--- config.mk ---
export PLATFORM = sky130hd
export DESIGN_NAME = ggs_front
export DESIGN_NICKNAME = d
export VERILOG_FILES = /design/src/ggs_pkg.sv /design/src/ggs_front.sv
export SDC_FILE = /design/constraint.sdc
export NUM_CORES = 2
export LEC_CHECK = 0
export ABC_CLOCK_PERIOD_IN_PS = 8400
export BUFFER_PORTS_ARGS = -buffer_cell sky130_fd_sc_hd__buf_2
export CAP_MARGIN = 40
export CORE_ASPECT_RATIO = 2
export CORE_MARGIN = 2
export CORE_UTILIZATION = 40
export CTS_BUF_LIST = sky130_fd_sc_hd__clkbuf_16
export DETAILED_ROUTE_END_ITERATION = 8
export PLACE_DENSITY = 0.63
export SYNTH_ARGS = -nofsm -noshare
export SYNTH_HDL_FRONTEND = slang
export SYNTH_SLANG_ARGS = --single-unit
--- constraint.sdc ---
create_clock -name clk -period 8.4 [get_ports clk]
set_input_delay 0.84 -clock clk [delete_from_list [all_inputs] [get_ports clk]]
set_output_delay 0.84 -clock clk [all_outputs]
set_load 0.005 [all_outputs]
--- src/ggs_pkg.sv ---
// Package for the go-to-goal steering block: shared types, constants and the
// arctangent table of the CORDIC cells. No dependencies.
package ggs_pkg;

  // Fixed angles in Q4.12 and Q3.30 radians.
  localparam logic signed [16:0] PI_Q12      = 17'sd12868;
  localparam logic signed [16:0] TWO_PI_Q12  = 17'sd25736;
  localparam logic signed [33:0] HALF_PI_Q30 = 34'sd1686629713;

  // Square root of a 34 bit radicand, two radicand bits per step.
  localparam int SQRT_STEPS = 17;

  // Configuration register indexes.
  typedef enum logic [2:0] {
    CFG_GOAL_X           = 3'd0,
    CFG_GOAL_Y           = 3'd1,
    CFG_HEADING_DEADBAND = 3'd2,
    CFG_ARRIVAL_RADIUS   = 3'd3,
    CFG_SPEED_GAIN       = 3'd4
  } cfg_idx_t;

  // Data carried along the row of cells.
  typedef struct packed {
    logic        [33:0] sq_n;  // radicand, consumed two bits per step from the top
    logic        [19:0] rem;   // square root partial remainder
    logic        [16:0] root;  // square root partial result (distance when done)
    logic signed [31:0] x;     // CORDIC vector
    logic signed [31:0] y;
    logic signed [33:0] z;     // accumulated angle, 2^-30 rad
    logic               zero;  // offset to goal is zero
    logic signed [14:0] head;  // heading of the pose
  } pipe_t;

  // atan(2^-i) in units of 2^-30 rad, truncated.
  function automatic logic signed [33:0] atan_q30(input int i);
    logic signed [33:0] a;
    case (i)
      0:       a = 34'sd843314856;
      1:       a = 34'sd497837829;
      2:       a = 34'sd263043836;
      3:       a = 34'sd133525158;
      4:       a = 34'sd67021686;
      5:       a = 34'sd33543515;
      6:       a = 34'sd16775850;
      7:       a = 34'sd8388437;
      8:       a = 34'sd4194282;
      9:       a = 34'sd2097149;
      10:      a = 34'sd1048575;
      11:      a = 34'sd524287;
      12:      a = 34'sd262143;
      13:      a = 34'sd131071;
      14:      a = 34'sd65535;
      15:      a = 34'sd32767;
      16:      a = 34'sd16383;
      17:      a = 34'sd8191;
      18:      a = 34'sd4095;
      19:      a = 34'sd2047;
      20:      a = 34'sd1023;
      21:      a = 34'sd511;
      22:      a = 34'sd255;
      23:      a = 34'sd127;
      default: a = 34'sd0;
    endcase
    return a;
  endfunction

endpackage

--- src/ggs_front.sv ---
// Front end of the steering pipeline: goal offset, squares, CORDIC quadrant
// pre-rotation and the sum of squares. Depends on ggs_pkg.
module ggs_front (
  input  logic                  clk,
  input  logic                  rst,
  input  logic signed [15:0]    goal_x,
  input  logic signed [15:0]    goal_y,
  input  logic                  in_valid,
  output logic                  in_ready,
  input  logic signed [15:0]    pos_x,
  input  logic signed [15:0]    pos_y,
  input  logic signed [14:0]    heading,
  output logic                  out_valid,
  output ggs_pkg::pipe_t        out_pipe,
  input  logic                  down_ready
);

  // Stage 1: offset to the goal.
  logic               v1;
  logic signed [16:0] dx, dy;
  logic signed [14:0] head1;
  // Stage 2: squares and pre-rotated vector.
  logic               v2;
  logic        [32:0] sqx, sqy;
  logic signed [31:0] x2, y2;
  logic signed [33:0] z2;
  logic               zero2;
  logic signed [14:0] head2;

  logic               en1, en2, en3;
  logic signed [33:0] dx_sq, dy_sq;
  logic signed [31:0] xs, ys, x_next, y_next;
  logic signed [33:0] z_next;

  assign en3      = !out_valid || down_ready;
  assign en2      = !v2 || en3;
  assign en1      = !v1 || en2;
  assign in_ready = en1;

  assign dx_sq = dx * dx;
  assign dy_sq = dy * dy;

  always_comb begin
    xs = {{3{dx[16]}}, dx, 12'd0};
    ys = {{3{dy[16]}}, dy, 12'd0};
    x_next = xs;
    y_next = ys;
    z_next = '0;
    // Bring a vector in the left half plane into the right one.
    if (dx < 0) begin
      if (dy >= 0) begin
        x_next = ys;
        y_next = -xs;
        z_next = ggs_pkg::HALF_PI_Q30;
      end else begin
        x_next = -ys;
        y_next = xs;
        z_next = -ggs_pkg::HALF_PI_Q30;
      end
    end
  end

  always_ff @(posedge clk) begin
    if (rst) begin
      v1        <= 1'b0;
      v2        <= 1'b0;
      out_valid <= 1'b0;
    end else begin
      if (en1) v1 <= in_valid;
      if (en2) v2 <= v1;
      if (en3) out_valid <= v2;
    end
  end

  always_ff @(posedge clk) begin
    if (en1) begin
      dx    <= {goal_x[15], goal_x} - {pos_x[15], pos_x};
      dy    <= {goal_y[15], goal_y} - {pos_y[15], pos_y};
      head1 <= heading;
    end
    if (en2) begin
      sqx   <= dx_sq[32:0];
      sqy   <= dy_sq[32:0];
      x2    <= x_next;
      y2    <= y_next;
      z2    <= z_next;
      zero2 <= (dx == 0) && (dy == 0);
      head2 <= head1;
    end
    if (en3) begin
      out_pipe.sq_n <= {1'b0, sqx} + {1'b0, sqy};
      out_pipe.rem  <= '0;
      out_pipe.root <= '0;
      out_pipe.x    <= x2;
      out_pipe.y    <= y2;
      out_pipe.z    <= z2;
      out_pipe.zero <= zero2;
      out_pipe.head <= head2;
    end
  end

endmodule

======== Yosys cells after proc, flatten, opt, wreduce, memory -nomap -nowiden ========
Index checks and enable logic that the tools add are counted.
storage, ports and cells
  logic and storage cells ................. 47
  memory bits (read-only) ................. 0
  latch bits .............................. 0
  RAM bits ................................ 0
  output and inout bits ................... 187
  flip-flop bits (word level) ............. 380
  memories kept ........................... 0
  input port bits ......................... 83
operators by class
  mux-type cells .......................... 5
  add/sub/neg operators ................... 5
  $mul .................................... 2
  magnitude comparators ................... 2
  div/mod/pow operators ................... 0
  bitwise operators ....................... 1
  eq/ne operators ......................... 0
  reduce and logical (&&, ||, !) cells .... 11
  shifts and indexed selects .............. 0
operators with widths
  cell                                                          count
  2-to-1 mux 32 bit                                             4
  multiplier 17 x 17 -> 33 bit                                  2
  zero test 32 bit                                              2
  negator 29 -> 32 bit                                          2
  adder 33 x 33 -> 34 bit                                       1
  2-to-1 mux 34 bit                                             1
  subtractor 16 x 16 -> 17 bit                                  2
  >= comparator 17 x 1 -> 1 bit (second input constant)         1
  less-than comparator 17 x 1 -> 1 bit (second input constant)  1
  zero test 1 bit                                               3
  logical OR 1 bit                                              3
  AND reduction 2 bit                                           1
  OR reduction 2 bit                                            1
  logical AND 1 bit                                             1
  inverter 1 bit                                                1

======== Longest topological paths before layout ========
  depth after elaboration ................. 4
  mapped depth ............................ 28
  mapped depth without buffers ............ 24

======== Worst setup path after synthesis ========
Ideal clock, no wire load.
  kind .................................... flip-flop to flip-flop
  start point ............................. reg dy[16]
  end point ............................... reg sqy[31], data pin
  setup time .............................. 0.258 ns
  data required time ...................... 8.142 ns
  period minus slack after synthesis ...... 6.982 ns
  cell stages (with the launch flop) ...... 23
  arrival ................................. 6.725 ns
  slack ................................... 1.418 ns
  buffers on the path ..................... 4
  path through ............................ edfxtp_1 clkbuf_1 clkbuf_1 clkbuf_1 buf_1 nand2_1 fa_1 fa_1 inv_1 fa_1 fa_1 fa_1 inv_1 fa_1 inv_1 ha_1 a2111oi_0 nor2_1 a311o_1 a41oi_1 o2111ai_1 a21oi_1 xnor2_1
between the ends
  word-level cells in the longest chain between the ends .. 1
RTL lines
  element                       RTL line         text
  start, declared               ggs_front.sv:20  logic signed [16:0] dx, dy;
  start signal, assigned        ggs_front.sv:78  dy <= {goal_y[15], goal_y} - {pos_y[15], pos_y};
  multiplier 17 x 17 -> 33 bit  ggs_front.sv:41  assign dy_sq = dy * dy;
  via dy_sq[31]                 ggs_front.sv:31  logic signed [33:0] dx_sq, dy_sq;
  end signal, assigned          ggs_front.sv:83  sqy <= dy_sq[32:0];
  end, declared                 ggs_front.sv:24  logic [32:0] sqx, sqy;
The timed path passes the listed nets, and every way through them passes these cells.
A chain may end at the register's enable or synchronous reset.

======== Worst setup path after layout ========
  start point ............................. reg dy[3]
  end point ............................... reg sqy[31], data pin
The elaborated chain is that of the path after synthesis.

==> flow_results.xml <==
<?xml version="1.0" encoding="UTF-8"?>
<metrics>
  <group name="worst_setup_path">
    <metric name="crit_path_max_incr_delay" unit="ns">0.71</metric>
    <metric name="timing.reg2reg.setup_slack" unit="ns">1.30</metric>
    <metric name="maximum_fanout_along_the_worst_path" unit="">20</metric>
    <metric name="critical-path-top-delay-family" unit="">adder cells</metric>
    <metric name="crit_slowest_cell" unit="">edfxtp_1</metric>
    <metric name="timing.critical_path.cells" unit="">and2_1, fa_1, inv_1, fa_1, inv_1, fa_1, fa_1, fa_1, inv_1, fa_1, inv_1, ha_1, a2111oi_0, nor2_1, a311o_1, a41oi_1, o2111ai_1, a21oi_1, xnor2_1</metric>
    <metric name="crit_path_end_kind" unit="">register</metric>
    <metric name="critical-path-top-cell-by-count" unit="">fa_1</metric>
    <metric name="worst-endpoint-required" unit="ns">8.75</metric>
    <metric name="timing.critical_path.from_type" unit="">register</metric>
    <metric name="critical_path_buf_inv_count" unit="">4</metric>
    <metric name="timing_worst_setup_path_type" unit="">register to register</metric>
    <metric name="cp.arrival" unit="ns">7.46</metric>
  </group>
  <group name="layout">
    <metric name="flow.area_growth_from_synthesis" unit="%">9.30</metric>
    <metric name="drive_above_1_share" unit="%">9.93</metric>
    <metric name="fin_nets" unit="">4116</metric>
    <metric name="fillers" unit="">7608</metric>
    <metric name="finalCoreUtilization" unit="%">44.2</metric>
    <metric name="layout_commonest_cell" unit="">inv_1</metric>
    <metric name="mostFrequentLayoutCells" unit="">inv_1, fa_1, edfxtp_1</metric>
  </group>
  <group name="floorplanning">
    <metric name="row_count" unit="">146</metric>
    <metric name="design.die.area" unit="mm2">0.0826</metric>
    <metric name="io_pins" unit="">270</metric>
    <metric name="core_area" unit="mm2">0.0793</metric>
    <metric name="initial_core_util" unit="%">40.5</metric>
    <metric name="chipHeight" unit="um">405</metric>
    <metric name="die_w" unit="um">204</metric>
  </group>
  <group name="cts">
    <metric name="cts-root-to-sink-buffers" unit="">3</metric>
    <metric name="clock_tree.root_cell" unit="">clkbuf_16</metric>
    <metric name="holdBufCountCts" unit="">0</metric>
    <metric name="clkSinkCount" unit="">268</metric>
    <metric name="ctsHtreeMaxLevel" unit="">1</metric>
    <metric name="tritoncts" unit="">done</metric>
    <metric name="cts.clk_slew.worst_paths" unit="ns">0.07</metric>
    <metric name="tritoncts.num_buffers" unit="">28</metric>
    <metric name="cts_resized" unit="">0</metric>
    <metric name="clock_insertion_delay_worst_skew" unit="ns">0.60</metric>
    <metric name="cts_setup_buffers" unit="">0</metric>
  </group>
  <group name="detailed_routing">
    <metric name="topRoutingLayerUsed" unit="">met4</metric>
    <metric name="route.detailed.wl_per_inst" unit="um">18.3</metric>
    <metric name="route.detailed.drc" unit="">0</metric>
    <metric name="route.antenna.remaining_nets" unit="">0</metric>
    <metric name="met2_length" unit="um">43400</metric>
    <metric name="detail_route.iter0.violations" unit="">915</metric>
    <metric name="routed_wl" unit="um">78900</metric>
    <metric name="drt_pass1_iterations" unit="">5</metric>
    <metric name="via_count" unit="">21500</metric>
    <metric name="post_drt_via_cell_ratio" unit="">4.97</metric>
    <metric name="met3_wirelength" unit="um">3020</metric>
    <metric name="routedLengthMet1" unit="um">26300</metric>
  </group>
  <group name="global_route">
    <metric name="grt_pass1_wl" unit="um">125000</metric>
    <metric name="grt-ovfl-total" unit="">0</metric>
    <metric name="global_route.usage.total" unit="%">19.9</metric>
    <metric name="grt_start_max_net_pins" unit="">58</metric>
    <metric name="grt_pass1_vias" unit="">23700</metric>
    <metric name="grt_antenna_before_repair" unit="">0</metric>
  </group>
  <group name="logic_synthesis">
    <metric name="netlist_area" unit="mm2">0.0321</metric>
    <metric name="synth.largest_area_cell" unit="">fa_1</metric>
    <metric name="gate_count_of_the_mapped_netlist" unit="">3086</metric>
    <metric name="synth_top_cell_area_share" unit="%">32.8</metric>
    <metric name="ys_dominant_reg_cell" unit="">edfxtp_1</metric>
    <metric name="synth_enable_flop_cells" unit="">265</metric>
    <metric name="synth_seq_cells" unit="">268</metric>
    <metric name="netlist-cell-type-count" unit="">74</metric>
    <metric name="synth_seq_area_share" unit="%">25.0</metric>
    <metric name="synth_area_leaders" unit="">fa_1, edfxtp_1, ha_1</metric>
    <metric name="synthesis.yosys.warnings" unit="">0</metric>
    <metric name="synthArstFlopShare" unit="%">0</metric>
    <metric name="post_synth.cell_area_avg" unit="um2">10.4</metric>
  </group>
  <group name="timing">
    <metric name="setup_repair_after_global_routing_missed_its_margin" unit="">false</metric>
    <metric name="max_slew.worst_pin.slew" unit="ns">0.861</metric>
    <metric name="timing_max_transition_violations_final" unit="">0</metric>
    <metric name="setup-tns-final" unit="ns">0</metric>
    <metric name="timing.fmax" unit="GHz">0.141</metric>
    <metric name="period_share" unit="%">84.5</metric>
    <metric name="timing.clock.skew" unit="ns">0.0293</metric>
    <metric name="timing_hold_violations_final" unit="">0</metric>
    <metric name="fin_crit" unit="ns">7.10</metric>
    <metric name="slew-limit-headroom" unit="%">42.2</metric>
    <metric name="fin_hold_ws" unit="ns">0.411</metric>
    <metric name="timing.final.setup_violations" unit="">0</metric>
  </group>
  <group name="placement">
    <metric name="placement.io_buffers" unit="">208</metric>
    <metric name="globalplace.congestion" unit="">0.906</metric>
    <metric name="dp.final_hpwl" unit="um">64900</metric>
  </group>
  <group name="status">
    <metric name="outcome" unit="">completed</metric>
  </group>
  <group name="run">
    <metric name="cap_viol_max_count" unit="">0</metric>
  </group>
  <group name="min_path">
    <metric name="holdCritPathClass" unit="">input port to register</metric>
  </group>
</metrics>
[path summary, 6_finish.rpt]
kind,startpoint,endpoint,cells after the start
max,dy[3],sqy[31],19
min,heading[8],head1[8],1
max reg2reg,dy[3],sqy[31],19
min reg2reg,x2[30],out_pipe[112],0
[cell usage after synthesis, types with 36 or more instances]
| library cell | n |
|---|---|
| edfxtp_1 | 265 |
| ha_1 | 245 |
| xnor2_1 | 120 |
| fa_1 | 526 |
| a21o_1 | 37 |
| xor2_1 | 36 |
| nor2_1 | 153 |
| nor2b_1 | 36 |
| buf_4 | 92 |
| o21ai_0 | 59 |
| inv_1 | 746 |
| and2_1 | 104 |
| clkbuf_1 | 71 |
| nand2_1 | 196 |
| a21oi_1 | 115 |
[per-stage QoR]
stage,instance area [um2],instances,worst slack (ns)
finish,35100,4321,1.30
global route,35100,4320,0.919
CTS,35100,4320,1.36
detailed placement,34100,4268,1.37
global placement,34000,4264,1.38
floorplan,32300,3149,1.42
[sequential cells by signal, summed over array words and instances, names as in the netlist, 3 cells and up]
register	cells
y2	20
head2	15
sqx	32
sqy	32
x2	20
dx	17
out_pipe	93
z2	3
head1	15
dy	17
[kinds of logic after synthesis]
logic type | share of synthesized area [%]
other cells | 0.0117
simple gates | 9.40
buf+inv | 11.9
compound gates | 6.91
xor+xnor | 4.26
flops | 25.0
mux | 0.199
fa+ha+maj | 42.4
[cell type report]
type / count / area, um2 / share of cell area [%]
diodes: 1 / 2.50 / 0.00714
clock buffers: 28 / 701 / 2.00
clock inverters: 24 / 295 / 0.842
inverters: 754 / 2840 / 8.09
multi-input cells: 1959 / 20500 / 58.5
flip-flops and latches: 268 / 8020 / 22.9
well taps: 1036 / 1300 / 3.70
repair buffers: 251 / 1420 / 4.05
[layer usage]
layer	global-route usage [%]	vias to the layer above
li1	-	9801
met1	19.7	10900
met2	38.5	577
met3	1.89	225
met4	13.4	0
met5	0	-
Power is left out: the tool's default activity adds up to more than one toggle a clock period on the data nets, which glitch-free logic cannot reach.
