**src/ggs_pkg.sv**
```systemverilog
// Package for the go-to-goal steering block: shared types, constants and the
// arctangent table of the CORDIC cells. No dependencies.
package ggs_pkg;

  // Fixed angles in Q4.12 and Q3.30 radians.
  localparam logic signed [16:0] PI_Q12      = 17'sd12868;
  localparam logic signed [16:0] TWO_PI_Q12  = 17'sd25736;
  localparam logic signed [33:0] HALF_PI_Q30 = 34'sd1686629713;

  // Square root of a 34 bit radicand, two radicand bits per step.
  localparam int SQRT_STEPS = 17;

  // Configuration register indexes.
  typedef enum logic [2:0] {
    CFG_GOAL_X           = 3'd0,
    CFG_GOAL_Y           = 3'd1,
    CFG_HEADING_DEADBAND = 3'd2,
    CFG_ARRIVAL_RADIUS   = 3'd3,
    CFG_SPEED_GAIN       = 3'd4
  } cfg_idx_t;

  // Data carried along the row of cells.
  typedef struct packed {
    logic        [33:0] sq_n;  // radicand, consumed two bits per step from the top
    logic        [19:0] rem;   // square root partial remainder
    logic        [16:0] root;  // square root partial result (distance when done)
    logic signed [31:0] x;     // CORDIC vector
    logic signed [31:0] y;
    logic signed [33:0] z;     // accumulated angle, 2^-30 rad
    logic               zero;  // offset to goal is zero
    logic signed [14:0] head;  // heading of the pose
  } pipe_t;

  // atan(2^-i) in units of 2^-30 rad, truncated.
  function automatic logic signed [33:0] atan_q30(input int i);
    logic signed [33:0] a;
    case (i)
      0:       a = 34'sd843314856;
      1:       a = 34'sd497837829;
      2:       a = 34'sd263043836;
      3:       a = 34'sd133525158;
      4:       a = 34'sd67021686;
      5:       a = 34'sd33543515;
      6:       a = 34'sd16775850;
      7:       a = 34'sd8388437;
      8:       a = 34'sd4194282;
      9:       a = 34'sd2097149;
      10:      a = 34'sd1048575;
      11:      a = 34'sd524287;
      12:      a = 34'sd262143;
      13:      a = 34'sd131071;
      14:      a = 34'sd65535;
      15:      a = 34'sd32767;
      16:      a = 34'sd16383;
      17:      a = 34'sd8191;
      18:      a = 34'sd4095;
      19:      a = 34'sd2047;
      20:      a = 34'sd1023;
      21:      a = 34'sd511;
      22:      a = 34'sd255;
      23:      a = 34'sd127;
      default: a = 34'sd0;
    endcase
    return a;
  endfunction

endpackage

```
**src/ggs_cell.sv**
```systemverilog
// One cell of the steering pipeline: a square root digit step and a CORDIC
// vectoring step, each enabled by the cell's place in the row. Depends on ggs_pkg.
module ggs_cell #(
  parameter int IDX           = 0,
  parameter int CORDIC_STAGES = 16
) (
  input  logic           clk,
  input  logic           rst,
  input  logic           in_valid,
  output logic           up_ready,
  input  ggs_pkg::pipe_t in_pipe,
  output logic           out_valid,
  output ggs_pkg::pipe_t out_pipe,
  input  logic           down_ready
);

  localparam bit DO_SQRT   = IDX < ggs_pkg::SQRT_STEPS;
  localparam bit DO_CORDIC = IDX < CORDIC_STAGES;
  localparam int SH        = DO_CORDIC ? IDX : 0;

  logic               en;
  logic        [19:0] rem_sh, trial;
  logic signed [31:0] xs, ys;
  logic signed [33:0] ang;
  ggs_pkg::pipe_t     nxt;

  assign en       = !out_valid || down_ready;
  assign up_ready = en;

  always_comb begin
    nxt    = in_pipe;
    rem_sh = {in_pipe.rem[17:0], in_pipe.sq_n[33:32]};
    trial  = {1'b0, in_pipe.root, 2'b01};
    xs     = in_pipe.x >>> SH;
    ys     = in_pipe.y >>> SH;
    ang    = ggs_pkg::atan_q30(SH);
    if (DO_SQRT) begin
      nxt.sq_n = {in_pipe.sq_n[31:0], 2'b00};
      if (rem_sh >= trial) begin
        nxt.rem  = rem_sh - trial;
        nxt.root = {in_pipe.root[15:0], 1'b1};
      end else begin
        nxt.rem  = rem_sh;
        nxt.root = {in_pipe.root[15:0], 1'b0};
      end
    end
    if (DO_CORDIC) begin
      if (in_pipe.y > 0) begin
        nxt.x = in_pipe.x + ys;
        nxt.y = in_pipe.y - xs;
        nxt.z = in_pipe.z + ang;
      end else begin
        nxt.x = in_pipe.x - ys;
        nxt.y = in_pipe.y + xs;
        nxt.z = in_pipe.z - ang;
      end
    end
  end

  always_ff @(posedge clk) begin
    if (rst) begin
      out_valid <= 1'b0;
    end else if (en) begin
      out_valid <= in_valid;
    end
  end

  always_ff @(posedge clk) begin
    if (en) begin
      out_pipe <= nxt;
    end
  end

  // The square root remainder never exceeds twice the partial root.
  a_rem_bound: assert property (@(posedge clk) disable iff (rst)
    out_valid |-> ({2'b00, out_pipe.rem} <= {4'd0, out_pipe.root, 1'b0}))
    else $error("square root remainder out of bound");

endmodule

```
**config.mk**
```make
export PLATFORM = sky130hd
export DESIGN_NAME = ggs_cell
export DESIGN_NICKNAME = d
export VERILOG_FILES = /design/src/ggs_pkg.sv /design/src/ggs_cell.sv
export SDC_FILE = /design/constraint.sdc
export NUM_CORES = 1
export LEC_CHECK = 0
export BUFFER_PORTS_ARGS = -buffer_cell sky130_fd_sc_hd__buf_2
export CAP_MARGIN = 20
export CORE_UTILIZATION = 54
export DETAILED_ROUTE_END_ITERATION = 8
export GPL_TIMING_DRIVEN = 1
export PLACE_DENSITY = 0.83
export SYNTH_ARGS = -nofsm -noshare
export SYNTH_HDL_FRONTEND = slang
export SYNTH_SLANG_ARGS = --single-unit
```
**constraint.sdc**
```tcl
create_clock -name clk -period 6 [get_ports clk]
set_clock_uncertainty 0.1 [all_clocks]
set_input_delay 0.3 -clock clk [delete_from_list [all_inputs] [get_ports clk]]
set_output_delay 0.3 -clock clk [all_outputs]
set_load 0.05 [all_outputs]
```
# After elaboration in Yosys (flattened, before gate mapping)

Cells that the tools add are included.

Add/sub/neg operators: 6
Magnitude comparators: 2
Multiplexer cells: 2
Reductions and logical operators: 2

Operator list:

| kind                                                | count |
|---|---|
| 2-to-1 mux 98 bit                                   | 1 |
| subtractor 32 bit                                   | 2 |
| 2-to-1 mux 37 bit                                   | 1 |
| adder 34 x 31 -> 34 bit, second input constant      | 1 |
| subtractor 34 x 31 -> 34 bit, second input constant | 1 |
| adder 32 bit                                        | 1 |
| > comparator 32 x 1 -> 1 bit, second input constant | 1 |
| greater-or-equal comparator 20 x 19 -> 1 bit        | 1 |
| subtractor 20 x 19 -> 20 bit                        | 1 |
| zero test 1 bit                                     | 1 |
| logical OR 1 bit                                    | 1 |

Flip-flop bits (word level): 184
Input port bits: 189
Output and inout bits: 187
Word-level logic and storage cells: 21

# Logic depth before layout (Yosys ltp)

Gate-level depths: netlist of the first run.

Depth after elaboration: 2
Depth in mapped cells: 18
Depth with buffers taken out: 15

# Worst setup path after synthesis of the first run

Ideal clock, no wire load.

Path type: input to register
Start point: input port down_ready
End point: register out_valid
Library setup time: 0.351 ns
Arrival: 5.281 ns
Data required time: 5.549 ns
Setup slack: 0.268 ns
Stages on the path: 2
Buffers on the path: 0
Path through: nand2b_1 -> a21oi_1

Word-level cells in the longest chain between the ends: 1

Ends and longest elaborated chain:

| item                   | line           | text |
|---|---|---|
| start: declaration     | ggs_cell.sv:14 | `input logic down_ready` |
| logical OR 1 bit       | ggs_cell.sv:27 | `assign en = !out_valid \|\| down_ready;` |
| end signal: assignment | ggs_cell.sv:64 | `out_valid <= in_valid;` |
| end: declaration       | ggs_cell.sv:12 | `output logic out_valid,` |

Every way passes these cells.
A chain may end at the register's enable or synchronous reset.

==> flow_metrics.py, run 1 <==
metrics = {
    "detailed_routing": {
        "drt-vias-per-instance": 5.939,
        "antenna_left": 0,
        "drc": 0,
        "drtPass1Iterations": 6,
        "wirelength_um": 43640,
        "drt_iter0_markers": 1577,
        "vias": 12910,
        "wl_per_cell_um": 20.08,
    },
    "setup_path": {
        "worstPathCellList": "buf_2, nor4_1, nand4_1, nor2_1, or2_2, inv_2, ha_1, nor2b_1, o21a_1, o21a_1, o31a_1, o21a_1, o311ai_1, o21ai_1, a21boi_0, xnor2_1",
        "r2r_setup_slack_ns": 3.88,
        "critPathMaxStageDelay_ns": 0.57,
        "cp_data_arrival_time_ns": 4.39,
        "r2r-end": "out_pipe[174]$_DFFE_PP_",
        "cp-end-kind": "flop",
        "cp_num_buf_inv": 2,
        "critical_path_required_ns": 6.09,
        "r2r.worst_path.cells": 2,
        "worst_path_most_repeated_cell": "o21a_1",
        "worst_path_max_delay_cell": "o311ai_1",
        "reg2reg_from": "out_valid$_SDFFE_PP0P_",
        "start_kind": "input port",
        "crit_type": "input port to flop",
        "cp_top_family": "compound AO/OA/AOI/OAI gates",
        "path_max_fanout": 12,
    },
    "logic_synthesis": {
        "synth_top_cell_by_area": "edfxtp_1",
        "synth_cell_type_count": 80,
        "ys_top_cells_by_area": "edfxtp_1 40%, ha_1 13%, a21oi_1 5.8%, xnor2_1 5.0%, nor2_1 3.3%",
        "syn-instance-count": 1421,
        "synth-adder-area-share_pct": 13.55,
        "synthTopCellsByCount": "182 x edfxtp_1, 157 x a21oi_1, 141 x ha_1",
        "yosysMostFrequentCell": "edfxtp_1",
        "yosysTopAreaCellShare_pct": 40.17,
        "synth-simple-area-share_pct": 12.80,
        "avgSynthCellArea_um2": 9.576,
        "synth-seq-cells": 183,
        "synth_ff_type": "edfxtp_1",
        "muxShareOfSynthArea_pct": 0.7724,
        "ys_warn_count": 0,
        "synth_compound_area_share_pct": 20.71,
        "synth_xor_area_share_pct": 6.694,
        "syn_area_um2": 13610,
        "synthArstFlopShare_pct": 0,
        "synth-edff-count": 182,
        "synth_top_family_by_area": "compound AO/OA/AOI/OAI gates",
        "ys_seq_area_share_pct": 40.31,
    },
    "layout": {
        "fill_cells": 1878,
        "final_cell_area_um2": 17040,
        "fin_nets": 2167,
        "regArea_um2": 5485,
        "final_layout_size_suffix_gt1_share_pct": 23.67,
        "syn_to_final_growth_pct": 25.25,
        "multi_input_area_um2": 7435,
    },
    "power_and_ir_drop": {
        "irDropWorstVdd_uv": 188.8,
        "clockPowerShare_pct": 23.8,
        "power_switching_mw": 2.104,
        "cellLeakagePower_nw": 7.783,
        "switching_share_pct": 42.89,
        "finalPower_mw": 4.905,
        "internal_power_mw": 2.801,
        "combPwrFrac_pct": 41.3,
        "seqPwrFrac_pct": 34.9,
        "power.density_nw_per_um2": 287.8,
    },
    "sta": {
        "grt_setup_unrepaired": "false",
        "drv_slew": 0,
        "setup_viol": 0,
        "clock.fmax_ghz": 0.2322,
        "tightest_slew_ns": 0.9699,
        "finalCritPeriodShare_pct": 71.78,
        "slew_headroom_pct": 35.34,
        "min_period_ns": 4.307,
        "fin_setup_tns_ns": 0,
        "hold_viol": 0,
    },
    "clocking": {
        "clk_pin_slew_ns": 0.08,
        "numCtsBuffers": 17,
        "cts_root_buffer": "clkbuf_16",
        "clock_path_buffers": 2,
        "cts_tree": "done",
        "htreeDepth": 4,
        "worstSkewPairLatency_ns": 0.43,
        "post_cts_buffers": 0,
        "cts_resized": 0,
        "clock-sinks": 183,
    },
    "global_route": {
        "grt_max_degree": 79,
        "antenna_found_initial": 4,
        "grtUsageTotal_pct": 33.37,
        "grt_pass1_vias": 12190,
        "overflow": 0,
        "grt_pass1_wl_um": 66790,
    },
    "job": {
        "drv_cap": 0,
    },
    "placement": {
        "routabilityCongestion": 0.9523,
        "numPortBuffers": 371,
        "postPlaceCellArea_um2": 15690,
        "hpwl_um": 33340,
    },
    "min_path": {
        "worstHoldPathCells": 2,
        "min_from": "in_pipe[19]",
        "whs_endpoint": "out_pipe[19]$_DFFE_PP_",
        "hp-class": "input port to flop",
    },
    "die": {
        "ios": 376,
        "dieArea_um2": 25840,
        "rows": 57,
        "die-height_um": 160.7,
        "core_um2": 24530,
        "start_util_pct": 55.46,
        "die_x_um": 160.7,
    },
    "status": {
        "status": "finished clean",
    },
}
==> power by group through the flow <==
stage	Combinational (mW)	Sequential [mW]	Clock, mW
after floorplan	0.711	2.48	0
after global placement	1.93	1.73	0
after detailed placement	1.95	1.74	0
after CTS	2.00	1.71	1.18
after global routing	2.13	1.73	1.23
final	2.03	1.71	1.17
==> layout make-up <==
class / instances / share of cell area, %
diodes: 3 / 0.04405
clock buffers: 17 / 2.496
clock inverters: 15 / 1.211
inverters: 124 / 2.731
multi-input cells: 1061 / 43.62
flip-flops and latches: 183 / 32.19
well taps: 324 / 2.379
repair buffers: 446 / 15.33
==> worst max path at each step <==
stage           startpoint                      to  slack (ns)  cells after the start
2_1_floorplan   down_ready  out_valid$_SDFFE_PP0P_        0.27                      2
3_3_place_gp   in_pipe[74]  out_pipe[49]$_DFFE_PP_        1.31                     16
3_5_place_dp   in_pipe[74]  out_pipe[47]$_DFFE_PP_        1.25                     16
4_1_cts        in_pipe[74]  out_pipe[47]$_DFFE_PP_        1.69                     16
5_1_grt        in_pipe[74]  out_pipe[47]$_DFFE_PP_        1.40                     16
6_report       in_pipe[74]  out_pipe[47]$_DFFE_PP_        1.69                     16
==> flip-flops by register name, indices dropped and copies added, names as in the netlist <==
signal / flops
out_pipe: 182
out_valid: 1
==> metrics by stage <==
step	instances	hold slack, ns	setup WS (ns)	util (%)
2_1_floorplan	1422	0.2691	0.2682	-
3_3_place_gp	2068	0.3563	1.308	63.93
3_5_place_dp	2068	0.3745	1.254	63.93
4_1_cts	2169	0.07127	1.689	69.32
5_1_grt	2173	0.07028	1.403	69.47
6_report	2173	0.08263	1.693	69.47
==> what timing repair did <==
item	in CTS	in global routing
endpoints found under the hold margin	68	0
endpoints found under the setup margin	0	0
hold buffers	69	0
==> layout by cell type, fill, tap and decap left out, types with 8 or more instances in the layout <==
cell type / synthesis / layout
edfxtp_1: 182 / 182
o21ai_0: 76 / 76
a21o_1: 44 / 44
a31oi_1: 14 / 14
clkbuf_16: 0 / 17
nand2b_1: 19 / 18
o211ai_1: 8 / 8
xnor2_1: 77 / 77
o21a_1: 13 / 13
nor2b_1: 21 / 21
a211oi_1: 16 / 16
o31ai_1: 8 / 8
nor2_1: 121 / 121
nor4_1: 16 / 16
inv_1: 120 / 120
or3_1: 12 / 12
a21oi_1: 157 / 157
nand4_1: 17 / 17
nand3_1: 25 / 25
nor3_1: 20 / 20
o21bai_1: 19 / 19
dlygate4sd3_1: 0 / 69
ha_1: 141 / 141
xor2_1: 27 / 27
buf_2: 9 / 371
nand2_1: 75 / 75
==> per-layer routing <==
layer | global-route usage, % | wire length [um] | vias to the layer above
met5 | 0 | 0 | -
met4 | 14.37 | 1694 | 0
met3 | 4.804 | 3187 | 91
met2 | 56.63 | 21320 | 707
met1 | 42.47 | 17430 | 6096
li1 | - | - | 6011
==> logic make-up after synthesis <==
logic type,after synthesis
buffers and inverters,178
muxes,10
other,1
and+or+nand+nor,361
adders and majority gates,145
DFF,183
AOI/OAI and AO/OA,439
xor gates and xnor gates,104
Power figures use the tool's default switching activity.
==> run 2, diff against run 1 <==
--- a/config.mk
+++ b/config.mk
@@ -5,9 +5,10 @@
 export SDC_FILE = /design/constraint.sdc
 export NUM_CORES = 1
 export LEC_CHECK = 0
+export ABC_AREA = 1
 export BUFFER_PORTS_ARGS = -buffer_cell sky130_fd_sc_hd__buf_2
 export CAP_MARGIN = 20
-export CORE_UTILIZATION = 54
+export CORE_UTILIZATION = 56
 export DETAILED_ROUTE_END_ITERATION = 8
 export GPL_TIMING_DRIVEN = 1
 export PLACE_DENSITY = 0.83
==> constraint.sdc (replaced) <==
create_clock -name clk -period 4 [get_ports clk]
set_clock_uncertainty 0.1 [all_clocks]
set_input_delay 0.2 -clock clk [delete_from_list [all_inputs] [get_ports clk]]
set_output_delay 0.2 -clock clk [all_outputs]
set_load 0.05 [all_outputs]
==> run 2 against run 1 <==
Compared with the run above: non-clock buffer count grew 17; hold slack got worse by 0.053 ns; largest cell class unchanged; largest power group unchanged; combinational power rose by 60%; clock-buffer cell count is the same; wire length increased by 36%; via count up 37%; die area up 15%; synthesized cell count up 66%; register-to-register slack worse by 1.9 ns.
==> flow_metrics.py, run 2 <==
metrics = {
    "logic_synthesis": {
        "synth-seq-cells": 183,
        "ys_warn_count": 0,
        "yosysTopAreaCellShare_pct": 33.53,
        "syn-instance-count": 2357,
        "synth_ff_type": "edfxtp_1",
        "synth-edff-count": 182,
        "ys_top_cells_by_area": "edfxtp_1 34%, nand2_1 19%, ha_1 11%, inv_1 8.7%, nand3_1 6.0%",
        "avgSynthCellArea_um2": 6.916,
        "synth_cell_type_count": 45,
        "syn_area_um2": 16300,
        "synth_top_cell_by_area": "edfxtp_1",
        "yosysMostFrequentCell": "nand2_1",
        "synthTopCellsByCount": "806 x nand2_1, 378 x inv_1, 196 x nand3_1",
        "ys_seq_area_share_pct": 33.65,
        "synthArstFlopShare_pct": 0,
    },
    "setup_path": {
        "r2r-end": "out_valid$_SDFFE_PP0P_",
        "cp_num_buf_inv": 3,
        "crit_type": "input port to flop",
        "cp-end-kind": "flop",
        "reg2reg_from": "out_valid$_SDFFE_PP0P_",
        "r2r.worst_path.cells": 3,
        "r2r_setup_slack_ns": 2.03,
        "critical_path_required_ns": 4.14,
        "worstPathCellList": "buf_2, inv_1, nand4_1, nor2_1, nand4_1, nand2_2, inv_2, ha_1, nand2_1, nor3_1, nor2_1, o21ai_1, nand2_1, nand3_1, nand2_1",
        "worst_path_most_repeated_cell": "nand2_1",
        "critPathMaxStageDelay_ns": 0.43,
        "worst_path_max_delay_cell": "ha_1",
        "cp_data_arrival_time_ns": 3.16,
        "start_kind": "input port",
        "cp_top_family": "simple AND/OR/NAND/NOR gates",
        "path_max_fanout": 16,
    },
    "job": {
        "drv_cap": 0,
    },
    "min_path": {
        "worstHoldPathCells": 5,
        "min_from": "in_pipe[49]",
        "hp-class": "input port to flop",
        "whs_endpoint": "out_pipe[49]$_DFFE_PP_",
    },
    "sta": {
        "whs_ns": 0.02932,
        "clock.fmax_ghz": 0.3307,
        "tightest_slew_ns": 0.8421,
        "fin_setup_tns_ns": 0,
        "drv_slew": 0,
        "hold_viol": 0,
        "finalCritPeriodShare_pct": 75.60,
        "slew_headroom_pct": 43.86,
        "grt_setup_unrepaired": "false",
        "min_period_ns": 3.024,
        "setup_viol": 0,
        "worst_slack_ns": 0.9759,
    },
    "power_and_ir_drop": {
        "seqPwrFrac_pct": 33.3,
        "irDropWorstVdd_uv": 325.0,
        "clockPowerShare_pct": 24.1,
        "switching_share_pct": 45.58,
        "power_switching_mw": 3.480,
        "power.density_nw_per_um2": 382.8,
        "internal_power_mw": 4.155,
        "combPwrFrac_pct": 42.6,
        "finalPower_mw": 7.635,
        "cellLeakagePower_nw": 10.65,
    },
    "die": {
        "start_util_pct": 56.79,
        "rows": 62,
        "core_um2": 28700,
        "ios": 376,
        "dieArea_um2": 29790,
        "die-height_um": 172.6,
        "die_x_um": 172.6,
    },
    "layout": {
        "top_regs": "out_pipe x182, out_valid x1",
        "final_layout_size_suffix_gt1_share_pct": 16.57,
        "syn_to_final_growth_pct": 22.37,
        "layoutNonFillerInstCount": 3193,
        "final_common_cell": "nand2_1",
        "fin_nets": 3128,
        "fin_util_pct": 69.49,
        "final_cell_area_um2": 19950,
        "final_cell_mix": "805 x nand2_1, 378 x inv_1, 371 x buf_2",
        "largest_register": "out_pipe",
        "largest_reg_flops": 182,
    },
    "detailed_routing": {
        "wl_per_cell_um": 18.60,
        "wirelength_um": 59380,
        "antenna_left": 0,
        "drtPass1Iterations": 8,
        "drc": 0,
        "drt-vias-per-instance": 5.523,
        "vias": 17640,
        "drt_iter0_markers": 1629,
    },
    "placement": {
        "postPlaceCellArea_um2": 18440,
        "hpwl_um": 46060,
        "dp_cells": 3072,
        "numPortBuffers": 371,
        "routabilityCongestion": 1.029,
        "dp_slack_ns": 0.6393,
    },
    "global_route": {
        "antenna_found_initial": 3,
        "grt_pass1_vias": 17160,
        "grt_pass1_wl_um": 90970,
        "grtUsageTotal_pct": 39.45,
        "grt_max_degree": 110,
        "overflow": 0,
    },
    "clocking": {
        "worstSkewPairLatency_ns": 0.47,
        "cts_root_buffer": "clkbuf_16",
        "htreeDepth": 4,
        "clk_pin_slew_ns": 0.09,
        "clock-sinks": 183,
        "clock_path_buffers": 2,
        "numCtsBuffers": 17,
        "cts_tree": "done",
        "post_cts_buffers": 0,
    },
    "status": {
        "status": "finished clean",
    },
}
==> run 2: cell count changes after synthesis, sizes merged, moves of 18 or more <==
cell,previous run,this run
clkbuf,38,5
nor2b,21,0
xor2,27,50
inv,120,398
nand4,17,36
buf,16,41
a21o,44,6
nand2b,19,1
xnor2,77,13
nor2,121,185
a21oi,157,124
nand2,76,816
nand3,25,196
==> run 2: worst max-delay path by stage <==
stage                                  end  slack, ns  cells past startpoint              startpoint
detailed placement  out_pipe[46]$_DFFE_PP_       0.64                     17             in_pipe[74]
finish              out_pipe[48]$_DFFE_PP_       0.98                     15             in_pipe[74]
global route        out_pipe[40]$_DFFE_PP_       0.90                     15             in_pipe[74]
CTS                 out_pipe[46]$_DFFE_PP_       1.13                     17             in_pipe[74]
global placement    out_pipe[46]$_DFFE_PP_       0.72                     17             in_pipe[74]
floorplan            out_pipe[0]$_DFFE_PP_       0.37                      1  out_valid$_SDFFE_PP0P_
==> run 2: area by class of cell <==
cell class / count / area (um^2)
antenna: 2 / 5.005
clock buffer: 17 / 425.4
clock inverter: 15 / 203.9
fill: 2442 / 8756
inverter: 402 / 1511
multi-input combinational: 1727 / 9057
sequential: 183 / 5485
tap: 384 / 480.5
timing repair buffer: 463 / 2778
==> run 2: per-layer routing <==
layer  GRT usage, %  vias to the layer above  routed length (um)  part of all wire, %
li1               -                     8405                   -                    -
met3          5.519                      259                4314                  7.3
met5              0                        -                  11                0.019
met1          44.75                     7990               22060                   37
met4          31.29                        2                5125                  8.6
met2          66.94                      979               27870                   47
==> run 2: logic make-up (layout without fill, tap and decap cells) <==
kind of cell    count (synthesis)  count (layout)  synth area share [%]
compound gates                245             245                 8.305
buf+inv                       448             897                 10.91
flops                         183             183                 33.65
other cells                     1               4               0.02301
xor+xnor                       63              63                 3.385
fa+ha+maj                     145             145                 11.31
simple gates                 1272            1272                 32.41
==> run 2: power by group through the flow <==
stage                     registers [mW]  logic (mW)  clock network (mW)
after floorplan                     3.54        1.29                   0
after global placement              2.58        3.06                   0
after detailed placement            2.58        3.09                   0
after CTS                           2.54        3.18                1.82
after global routing                2.56        3.45                1.90
final                               2.54        3.25                1.84
==> run 2: worst register-to-register path, stage by stage, from the launching register on <==
cell           delay, ns
dfxtp_1             0.44
nand2_8             0.49
a21oi_1             0.32
dlygate4sd3_1       0.57
==> run 2: timing repair <==
| action | CTS | global route |
|---|---|---|
| resized for setup | 0 | 0 |
| hold endpoints to repair | 86 | 0 |
| endpoints found under the setup margin | 0 | 0 |
| hold buffers | 87 | 0 |
==> run 3, diff against run 2 <==
--- a/config.mk
+++ b/config.mk
@@ -5,13 +5,13 @@
 export SDC_FILE = /design/constraint.sdc
 export NUM_CORES = 1
 export LEC_CHECK = 0
-export ABC_AREA = 1
+export ABC_AREA = 0
 export BUFFER_PORTS_ARGS = -buffer_cell sky130_fd_sc_hd__buf_2
 export CAP_MARGIN = 20
-export CORE_UTILIZATION = 56
+export CORE_UTILIZATION = 49
 export DETAILED_ROUTE_END_ITERATION = 8
 export GPL_TIMING_DRIVEN = 1
-export PLACE_DENSITY = 0.83
+export PLACE_DENSITY = 0.8
 export SYNTH_ARGS = -nofsm -noshare
 export SYNTH_HDL_FRONTEND = slang
 export SYNTH_SLANG_ARGS = --single-unit
==> constraint.sdc (replaced) <==
create_clock -name clk -period 2.6 [get_ports clk]
set_clock_uncertainty 0.1 [all_clocks]
set_input_delay 0.13 -clock clk [delete_from_list [all_inputs] [get_ports clk]]
set_output_delay 0.13 -clock clk [all_outputs]
set_load 0.05 [all_outputs]
==> run 3 against run 2 <==
Compared with the run above: total power is 68% higher; sequential share of layout area is 2.2 points lower; flip-flop and latch count stayed put; largest cell class unchanged; register-to-register slack worse by 1.1 ns; first-iteration DRC count is 32% higher; sequential power is 57% higher; die area is 4.5% lower; critical path depth is 2 higher; setup slack worse by 1.9 ns; via count is 12% lower; the run now ends with negative setup slack left; highest routed layer unchanged.
==> flow_metrics.py, run 3 (synthesis results as in run 1) <==
metrics = {
    "setup_path": {
        "worst_path_most_repeated_cell": "o21a_1",
        "r2r.worst_path.cells": 4,
        "critPathMaxStageDelay_ns": 0.45,
        "worst_path_max_delay_cell": "o311ai_4",
        "critical_path_required_ns": 2.69,
        "reg2reg_from": "out_valid$_SDFFE_PP0P_",
        "cp_data_arrival_time_ns": 3.59,
        "r2r-end": "out_valid$_SDFFE_PP0P_",
        "cp-end-kind": "flop",
        "worstPathCellList": "buf_8, nor4_4, buf_4, nand4_1, nor2_2, or2_4, clkinv_8, ha_4, nor2b_4, o21a_1, o21a_1, o31a_1, o21a_1, o311ai_4, o21ai_2, a21boi_1, xnor2_1",
        "path_max_fanout": 5,
        "crit_start": "in_pipe[53]",
        "crit_type": "input port to flop",
        "setup.worst_path.end": "out_pipe[47]$_DFFE_PP_",
        "start_kind": "input port",
        "r2r_setup_slack_ns": 0.97,
    },
    "placement": {
        "numPortBuffers": 371,
        "hpwl_um": 37680,
        "routabilityCongestion": 0.9516,
        "postPlaceCellArea_um2": 18520,
        "dp_cells": 2451,
    },
    "layout": {
        "final_cell_mix": "364 x buf_2, 342 x buf_4, 182 x edfxtp_1",
        "fin_nets": 2565,
        "final_common_cell": "buf_2",
        "top_regs": "out_pipe x182, out_valid x1",
        "final_cell_area_um2": 21720,
        "layoutNonFillerInstCount": 2619,
        "syn_to_final_growth_pct": 59.65,
        "largest_register": "out_pipe",
        "final_layout_size_suffix_gt1_share_pct": 44.12,
        "largest_reg_flops": 182,
    },
    "sta": {
        "tightest_slew_ns": 0.8600,
        "min_period_ns": 3.501,
        "clock.fmax_ghz": 0.2856,
        "finalCritPeriodShare_pct": 134.7,
        "grt_setup_unrepaired": "true",
        "worst_slack_ns": -0.9013,
        "hold_viol": 0,
        "slew_headroom_pct": 42.67,
        "drv_slew": 0,
        "setup_viol": 57,
    },
    "detailed_routing": {
        "drt-vias-per-instance": 5.942,
        "wirelength_um": 58810,
        "vias": 15560,
        "drt_iter0_markers": 2150,
        "antenna_left": 0,
        "wl_per_cell_um": 22.45,
        "drtPass1Iterations": 9,
        "drc": 0,
    },
    "clocking": {
        "clock_path_buffers": 2,
        "cts_tree": "done",
        "clock-sinks": 183,
        "cts_root_buffer": "clkbuf_16",
        "clk_pin_slew_ns": 0.09,
        "worstSkewPairLatency_ns": 0.45,
        "htreeDepth": 4,
        "numCtsBuffers": 17,
    },
    "power_and_ir_drop": {
        "irDropWorstVdd_uv": 459.0,
        "power.density_nw_per_um2": 590.0,
        "finalPower_mw": 12.82,
        "cellLeakagePower_nw": 10.03,
    },
    "die": {
        "rows": 60,
        "die-height_um": 168.6,
        "dieArea_um2": 28440,
        "die_x_um": 168.6,
        "start_util_pct": 50.21,
        "core_um2": 27100,
        "ios": 376,
    },
    "global_route": {
        "antenna_found_initial": 5,
        "grt_pass1_wl_um": 83110,
        "grtUsageTotal_pct": 38.50,
        "overflow": 0,
        "grt_max_degree": 131,
        "grt_pass1_vias": 14800,
    },
    "job": {
        "drv_cap": 0,
    },
    "min_path": {
        "min_from": "in_pipe[135]",
        "hp-class": "input port to flop",
    },
    "status": {
        "status": "finished, violations left",
        "violations": "negative setup slack",
    },
}
run 3: cell count changes in the layout (fill, tap and decap cells not counted), moves of 26 or more:
cell     delta
nand3_1   -173
a21oi_2    +26
inv_1     -263
xnor2_1    +62
nor2_1     -62
a21o_1     +38
buf_4     +338
buf_6      +37
nand2_1   -736
run 3: routing by layer:
layer / wire (um) / track usage (%)
met4: 4551 / 22.57
met2: 27230 / 63.72
met1: 21460 / 46.07
met5: 13 / 0
met3: 5545 / 8.721
run 3: worst min-delay path by stage:
stage	to	cells after the start
after floorplan	out_valid$_SDFFE_PP0P_	1
after global placement	out_valid$_SDFFE_PP0P_	2
after detailed placement	out_valid$_SDFFE_PP0P_	2
after CTS	out_pipe[136]$_DFFE_PP_	2
after global routing	out_pipe[137]$_DFFE_PP_	3
final	out_pipe[137]$_DFFE_PP_	3
run 3: area by class of cell:
| type | instances | area, um^2 |
|---|---|---|
| Timing Repair Buffer | 843 | 5882 |
| Timing Repair inverter | 1 | 16.27 |
| Clock buffer | 17 | 425.4 |
| Tap cell | 372 | 465.4 |
| Clock inverter | 15 | 206.4 |
| Antenna cell | 3 | 7.507 |
| Fill cell | 1591 | 5378 |
| Multi-Input combinational cell | 1061 | 8742 |
| Sequential cell | 183 | 5485 |
| Inverter | 124 | 493.0 |
run 3: repair_timing:
| item | in CTS | in global routing |
|---|---|---|
| gates resized for setup | 155 | 128 |
| hold endpoints to repair | 88 | 2 |
| setup endpoints to repair | 61 | 82 |
| hold buffers | 89 | 2 |
| cloned | 1 | 1 |
| pin swaps | 62 | 95 |
| setup buffers | 23 | 24 |
run 3: where the power goes:
group          total, mW  switching (mW)  internal, mW
clock network       2.73            1.40          1.34
logic               6.08            3.97          2.11
registers           4.00           0.169          3.83
run 3: worst max-delay path, delay by kind of cell:
| family | cells | cell delay, ns |
|---|---|---|
| AOI/OAI and AO/OA | 7 | 1.81 |
| and+or+nand+nor | 5 | 0.95 |
| buffers and inverters | 3 | 0.35 |
| adders and majority gates | 1 | 0.24 |
| xor gates and xnor gates | 1 | 0.09 |
run 3: per-stage QoR:
stage | TNS [ns] | worst slack (ns) | util (%) | hold WS (ns)
after global placement | -52.75 | -1.252 | 68.35 | 0.1894
final | -18.64 | -0.9013 | 80.16 | 0.02102
after global routing | -22.66 | -0.9997 | 80.16 | 0.03190
after detailed placement | -57.22 | -1.376 | 68.35 | 0.1940
after floorplan | -10.63 | -0.7366 | - | 0.09907
after CTS | -10.49 | -0.6795 | 77.23 | 0.00001699
